--- src/rtl/top_k_degree_selector_unit_assert.svh ---
// Assertion macros for the top-k degree selector.
// Included by the top level; needs no other file.
`ifndef TOP_K_DEGREE_SELECTOR_UNIT_ASSERT_SVH
`define TOP_K_DEGREE_SELECTOR_UNIT_ASSERT_SVH
`ifndef ASSERT_OFF
// Same-cycle implication.
`define TKDS_ASSERT_IMPL(lbl, clk, rst, ante, cons, msg) \
   lbl: assert property (@(posedge clk) disable iff (rst) (ante) |-> (cons)) \
      else $error(msg);
// Next-cycle implication.
`define TKDS_ASSERT_NEXT(lbl, clk, rst, ante, cons, msg) \
   lbl: assert property (@(posedge clk) disable iff (rst) (ante) |=> (cons)) \
      else $error(msg);
`else
`define TKDS_ASSERT_IMPL(lbl, clk, rst, ante, cons, msg)
`define TKDS_ASSERT_NEXT(lbl, clk, rst, ante, cons, msg)
`endif
`endif

--- src/rtl/tkds_pkg.sv ---
// Shared types and constants of the top-k degree selector.
// No dependencies; used by every module of the block.
package tkds_pkg;

   localparam int HOT_W = 11;
   localparam logic [HOT_W-1:0] HOT_COUNT_RESET = 11'd16;

   localparam logic CMD_OFFER = 1'b0;
   localparam logic CMD_POP   = 1'b1;

   // Heap key: degree is the major part, vertex id the minor part.
   typedef struct packed {
      logic [31:0] degree;
      logic [31:0] vertex_id;
   } key_type;

   typedef struct packed {
      logic        command;
      logic [31:0] vertex_id;
      logic [31:0] degree;
   } req_type;

   typedef struct packed {
      logic [31:0] out_vertex;
      logic [31:0] out_degree;
      logic        heap_empty;
   } rsp_type;

endpackage

--- src/rtl/tkds_key_cmp.sv ---
// Shared 64-bit key comparator of the sift sequencer.
// Depends on tkds_pkg for the key type.
module tkds_key_cmp (
   input  tkds_pkg::key_type lhs,
   input  tkds_pkg::key_type rhs,
   output logic              less
);

   logic [63:0] lhs_bits;
   logic [63:0] rhs_bits;

   // Compare as one unsigned word, degree above vertex id
   assign lhs_bits = lhs;
   assign rhs_bits = rhs;
   assign less     = (lhs_bits < rhs_bits);

endmodule

--- config.mk ---
export PLATFORM = sky130hd
export DESIGN_NAME = tkds_key_cmp
export DESIGN_NICKNAME = d
export VERILOG_FILES = /design/src/rtl/top_k_degree_selector_unit_assert.svh /design/src/rtl/tkds_pkg.sv /design/src/rtl/tkds_key_cmp.sv
export SDC_FILE = /design/constraint.sdc
export NUM_CORES = 1
export LEC_CHECK = 0
export ABC_AREA = 1
export BUFFER_PORTS_ARGS = -buffer_cell sky130_fd_sc_hd__buf_4
export CAP_MARGIN = 25
export CORE_ASPECT_RATIO = 0.5
export CORE_MARGIN = 2
export CORE_UTILIZATION = 46
export DETAILED_ROUTE_END_ITERATION = 10
export PLACE_DENSITY = 0.91
export SLEW_MARGIN = 25
export SYNTH_ARGS = -nofsm -noshare
export SYNTH_HDL_FRONTEND = slang
export SYNTH_SLANG_ARGS = --single-unit
--- constraint.sdc ---
create_clock -name vclk -period 2.2
set_input_delay 0.22 -clock vclk [all_inputs]
set_output_delay 0.22 -clock vclk [all_outputs]
set_load 0.02 [all_outputs]
==> results of run 1 <==
## layer usage
layer  share of wire [%]  global-route usage [%]
met1                  37                    22.3
met2                  57                    49.4
met3                 3.9                   0.896
met4                 2.6                    7.58
met5                   0                       0
## tightest hold or removal path, cell delays in order
cell and delay, ns:
sky130_fd_sc_hd__buf_4 0.08, sky130_fd_sc_hd__ha_1 0.13, sky130_fd_sc_hd__nor2_1 0.04, sky130_fd_sc_hd__nand3_1 0.07, sky130_fd_sc_hd__a21oi_1 0.06, sky130_fd_sc_hd__nand2_1 0.07
sky130_fd_sc_hd__a21oi_2 0.04, sky130_fd_sc_hd__buf_4 0.15
## cells by family after synthesis
family | Yosys count | synth area share [%]
simple gates | 80 | 20.7
buf+inv | 75 | 17.0
fa+ha+maj | 63 | 47.5
compound gates | 44 | 14.8
## worst max-delay path by stage
stage | cells after the start | slack [ns] | start | endpoint
detailed placement | 12 | 0.45 | lhs[63] | less
finish | 12 | 0.44 | lhs[15] | less
CTS | 12 | 0.45 | lhs[63] | less
floorplan | 11 | 0.72 | rhs[5] | less
global route | 10 | 0.32 | lhs[11] | less
global placement | 12 | 0.52 | lhs[5] | less
## Yosys cell counts
master / count
sky130_fd_sc_hd__nand2_1: 51
sky130_fd_sc_hd__o211ai_1: 1
sky130_fd_sc_hd__o21ai_0: 6
sky130_fd_sc_hd__nand4_1: 4
sky130_fd_sc_hd__nor3_2: 3
sky130_fd_sc_hd__clkinv_1: 1
sky130_fd_sc_hd__inv_1: 73
sky130_fd_sc_hd__nand3_2: 1
sky130_fd_sc_hd__nand3_1: 4
sky130_fd_sc_hd__o21ai_1: 2
sky130_fd_sc_hd__a21o_1: 1
sky130_fd_sc_hd__o21a_1: 2
sky130_fd_sc_hd__ha_1: 63
sky130_fd_sc_hd__nor2_1: 15
sky130_fd_sc_hd__a21oi_1: 28
sky130_fd_sc_hd__a21oi_2: 4
sky130_fd_sc_hd__nor3_1: 2
sky130_fd_sc_hd__inv_2: 1
## area by class of cell
class | instances | share of cell area (%)
timing repair buffer | 129 | 36.0
tap | 51 | 2.37
inverter | 75 | 10.5
multi-input combinational | 187 | 51.2
## power by group
| part | switching [mW] | total, mW | internal (mW) |
|---|---|---|---|
| Combinational | 0.188 | 0.450 | 0.262 |
| Sequential | 0 | 0 | 0 |
| Clock | 0 | 0 | 0 |
| Total | 0.188 | 0.450 | 0.262 |
## stage by stage
| stage | hold slack, ns | area [um^2] | setup WS [ns] | instances | power, mW |
|---|---|---|---|---|---|
| after floorplan | 0.828 | 1660 | 0.720 | 262 | 0.218 |
| after global placement | 1.06 | 2690 | 0.520 | 442 | 0.425 |
| after detailed placement | 1.08 | 2690 | 0.454 | 442 | 0.452 |
| after CTS | 1.08 | 2690 | 0.453 | 442 | 0.455 |
| after global routing | 1.14 | 2690 | 0.321 | 442 | 0.514 |
| final | 1.08 | 2690 | 0.442 | 442 | 0.450 |
==> flow_summary_export.csv, run 1 <==
group,metric,value,unit
status,run_status,"finished clean",
sta,max_slew.worst_pin.slew,0.222,ns
layout,multi_input_combinational_cell_area,0.00138,mm^2
global_routing,grt.total_usage,22.1,%
global_routing,grt_pass1_wl,7310,um
floorplan,boundaryPins,129,
synthesis,post_synth_main_area_contributors,"sky130_fd_sc_hd__ha_1 (48%), sky130_fd_sc_hd__inv_1 (17%), sky130_fd_sc_hd__nand2_1 (12%), sky130_fd_sc_hd__a21oi_1 (8.5%), sky130_fd_sc_hd__nor2_1 (3.4%)",
setup_path,critPathSlowestCell,"sky130_fd_sc_hd__ha_1",
sta,finalMaxSlewViolations,0,
setup_path,cpLargestDelayFamily,"simple AND/OR/NAND/NOR gates",
run,max-cap-violations,0,
placed_design,dpl.hpwl,4420,um
setup_path,crit_path_end_kind,"primary output",
sta,setup-violations-final,0,
synthesis,synth.net_count,453,
synthesis,yosys.area.top_type_share,47.5,%
layout,layout.cells.most_common,"sky130_fd_sc_hd__buf_4",
layout,clock_buffer_count,0,
clock_tree,cts-hold-fix-buffers,0,
floorplan,std_cell_rows,15,
setup_path,crit_required,1.98,ns
routing,drtIter0Drc,11,
floorplan,dieWidth,88.9,um
worst_hold_path,min-delay-start,"lhs[55]",
layout,antennaDiodeCount,0,
layout,post_layout_util,78.3,%
synthesis,yosys_warnings,0,
floorplan,die_height,46.5,um
routing,drc_violation_count_after_routing,0,
sta,setup_repair_after_global_routing_missed_its_margin,"no",
layout,area_delta_synth_final,62.3,%
synthesis,synth_top_cell_by_area,"sky130_fd_sc_hd__ha_1",
routing,ant_nets,0,
sta,achievable-frequency,569,MHz
power,p_per_area,167,mW/mm^2
setup_path,worst-path-buf-inv,4,
global_routing,first_global_vias,1962,
clock_tree,number_of_resized_instances_in_the_post_cts_repair_step,0,
synthesis,number_of_standard_cells_after_synthesis,262,
power,irDropWorstVdd,79.8,uV
global_routing,antenna_found_initial,0,
synthesis,syn-mean-instance-area,6.33,um^2
routing,dr_total_vias,2051,
routing,wire_per_inst,10.4,um
floorplan,floorplan.die_area,0.00413,mm^2
floorplan,coreArea,0.00343,mm^2
worst_hold_path,worst_hold_stages,8,
synthesis,mappedNetlistArea,0.00166,mm^2
sta,max_slew_headroom,85.0,%
layout,final_layout_size_suffix_gt1_share,35.3,%
setup_path,timing.critical_path.slowest_cell_delay,0.30,ns
layout,finish.net_count,584,
setup_path,cp_data_arrival_time,1.54,ns
global_routing,globalRouteOverflowTotal,0,
placed_design,place.gp.congestion,0.746,
layout,flops_and_latches,0,
worst_hold_path,min_path_type,"primary input to primary output",
setup_path,critical_path_peak_fanout,2,
synthesis,synth_sequential_area_ratio,0,%
sta,timing.final.crit_period,1.76,ns
sta,final.setup.tns,0,ns
layout,highest_count_cells_in_the_layout_ignoring_fill_and_taps,"sky130_fd_sc_hd__buf_4 (129), sky130_fd_sc_hd__inv_1 (73), sky130_fd_sc_hd__ha_1 (63)",
synthesis,synth.lib_cells_used.distinct,18,
worst_hold_path,min_to,"less",
global_routing,maximum_number_of_pins_on_one_net_before_global_route_repair,4,
routing,detailedRoute.firstPassIterationCount,4,
setup_path,timing.setup.critical_path_class,"primary input to primary output",
sta,report.final.hold_viol_count,0,
layout,seq_area,0,um^2
setup_path,critical_path.startpoint_type,"primary input",
setup_path,cpMostUsedCell,"sky130_fd_sc_hd__nand2_1",
clock_tree,postCtsSetupRepairBufs,0,
power,power.leakage,1.74,nW
placed_design,placement.io_buffers,129,
floorplan,floorplan.initialDensity,48.3,%
routing,final_wirelength,4580,um
routing,detail_route.vias_per_cell,4.64,
setup_path,critical_path.cell_chain,"buf_4, ha_1, nand2_1, inv_1, nand3_1, inv_1, a21oi_2, nand2_1, nand2_1, nand2_1, a21oi_2, buf_4",
sta,post-route-period-util,79.9,%
layout,n_fill_cell,258,
No activity file was read; power rests on OpenSTA's default activity.
==> run 2, diff against run 1 <==
CORE_UTILIZATION = 38   (was 46)
PLACE_DENSITY = 0.81   (was 0.91)
clock period = 1.6 ns   (was 2.2 ns; I/O delays follow)
==> run 2 against run 1 <==
Against the previous run: combinational power up 63%; first-iteration DRC count up 64%; core utilization down 4.3 points; critical path type unchanged; highest routed layer unchanged.
==> flow_summary_export.csv, run 2 (synthesis results as in run 1) <==
group,metric,value,unit
power,share_comb_of_total_power,100.0,%
routing,detailedRoute.firstPassIterationCount,4,
power,power.internal,0.422,mW
placed_design,placement.io_buffers,129,
setup_path,crit_path_end_kind,"primary output",
sta,max_slew.worst_pin.slew,0.175,ns
global_routing,maximum_number_of_pins_on_one_net_before_global_route_repair,4,
global_routing,first_global_vias,2017,
routing,drc_violation_count_after_routing,0,
setup_path,worst-path-buf-inv,2,
layout,layout.cells.most_common,"sky130_fd_sc_hd__buf_4",
layout,flops_and_latches,0,
layout,seq_area,0,um^2
setup_path,timing.critical_path.slowest_cell_delay,0.24,ns
floorplan,boundaryPins,129,
setup_path,setup.worst_path.start,"lhs[53]",
routing,drtIter0Drc,18,
power,total_power,0.733,mW
run,max-cap-violations,0,
sta,whs,0.933,ns
floorplan,dieWidth,97.4,um
layout,finish.net_count,584,
worst_hold_path,min-delay-start,"lhs[63]",
routing,dr_total_vias,2067,
sta,setup_slack,0.0140,ns
sta,finalMaxSlewViolations,0,
floorplan,die_height,50.7,um
setup_path,timing.setup.critical_path_class,"primary input to primary output",
setup_path,cpLargestDelayFamily,"simple AND/OR/NAND/NOR gates",
layout,final_area,0.00299,mm^2
sta,final.setup.tns,0,ns
routing,detail_route.vias_per_cell,4.64,
sta,post-route-period-util,99.1,%
placed_design,dpl_worst_slack,0.00362,ns
placed_design,placed_cells,445,
layout,antennaDiodeCount,0,
power,p_switching,0.311,mW
layout,highest_count_cells_in_the_layout_ignoring_fill_and_taps,"sky130_fd_sc_hd__buf_4 (127), sky130_fd_sc_hd__inv_1 (64), sky130_fd_sc_hd__nand2_1 (48)",
layout,clock_buffer_count,0,
global_routing,grt.total_usage,17.9,%
sta,setup-violations-final,0,
sta,report.final.hold_viol_count,0,
routing,ant_nets,0,
setup_path,critical_path.cell_chain,"buf_4, ha_4, a21oi_2, nor2_1, nor2_1, nand3_1, a21oi_1, nand2_1, a21oi_2, buf_6",
global_routing,globalRouteOverflowTotal,0,
routing,wire_per_inst,11.5,um
floorplan,floorplan.initialDensity,41.0,%
clock_tree,postCtsSetupRepairBufs,0,
worst_hold_path,worst_hold_stages,8,
placed_design,place.gp.congestion,0.789,
power,irDropWorstVdd,118,uV
setup_path,critPathSlowestCell,"sky130_fd_sc_hd__ha_4",
sta,max_slew_headroom,88.3,%
status,run_status,"finished clean",
sta,setup_repair_after_global_routing_missed_its_margin,"yes",
routing,final_wirelength,5130,um
layout,post_layout_util,74.0,%
sta,achievable-frequency,631,MHz
power,p_per_area,245,mW/mm^2
worst_hold_path,min_path_type,"primary input to primary output",
power,pwr-share-seq,0,%
global_routing,antenna_found_initial,0,
worst_hold_path,min_to,"less",
floorplan,floorplan.die_area,0.00494,mm^2
setup_path,critical_path_peak_fanout,2,
setup_path,critical_path.startpoint_type,"primary input",
power,net_switching_fraction_of_the_power,42.4,%
global_routing,grt_pass1_wl,7680,um
layout,final_layout_size_suffix_gt1_share,46.8,%
setup_path,cp_data_arrival_time,1.43,ns
sta,timing.final.crit_period,1.59,ns
floorplan,std_cell_rows,16,
power,share_clk_of_total_power,0,%
power,power.leakage,1.74,nW
placed_design,post_dp_cell_area,0.00269,mm^2
layout,finish.cell_count_without_fillers,445,
placed_design,dpl.hpwl,4230,um
setup_path,crit_required,1.44,ns
layout,area_delta_synth_final,80.5,%
floorplan,coreArea,0.00404,mm^2
[run 2: power by group through the flow]
stage                     clock [mW]  combinational, mW  sequential, mW
after CTS                          0              0.618               0
final                              0              0.733               0
after floorplan                    0              0.300               0
after global routing               0              0.824               0
after detailed placement           0              0.615               0
after global placement             0              0.587               0
[run 2: worst max path at each step]
stage	endpoint	slack, ns	depth (start not counted)
after floorplan	less	0.24	11
after global placement	less	0.03	12
after detailed placement	less	0.004	10
after CTS	less	0.007	10
after global routing	less	-0.07	10
final	less	0.01	10
[run 2: cell type report]
| class | count | area, um^2 |
|---|---|---|
| repair buffers | 129 | 976 |
| fillers | 309 | 1050 |
| well taps | 54 | 67.6 |
| inverters | 75 | 284 |
| multi-input cells | 187 | 1660 |
[run 2: repair_timing]
action                                 in CTS  in global routing
hold buffers                                0                  0
resized for setup                           0                 52
setup endpoints to repair                   0                  1
endpoints found under the hold margin       0                  0
[run 2: per-layer routing]
metal | up-vias | global-route usage (%) | part of all wire (%)
li1 | 1099 | - | -
met1 | 899 | 18.7 | 37
met2 | 59 | 39.8 | 56
met3 | 10 | 1.95 | 4.9
met4 | 0 | 2.08 | 1.8
met5 | - | 0 | 0
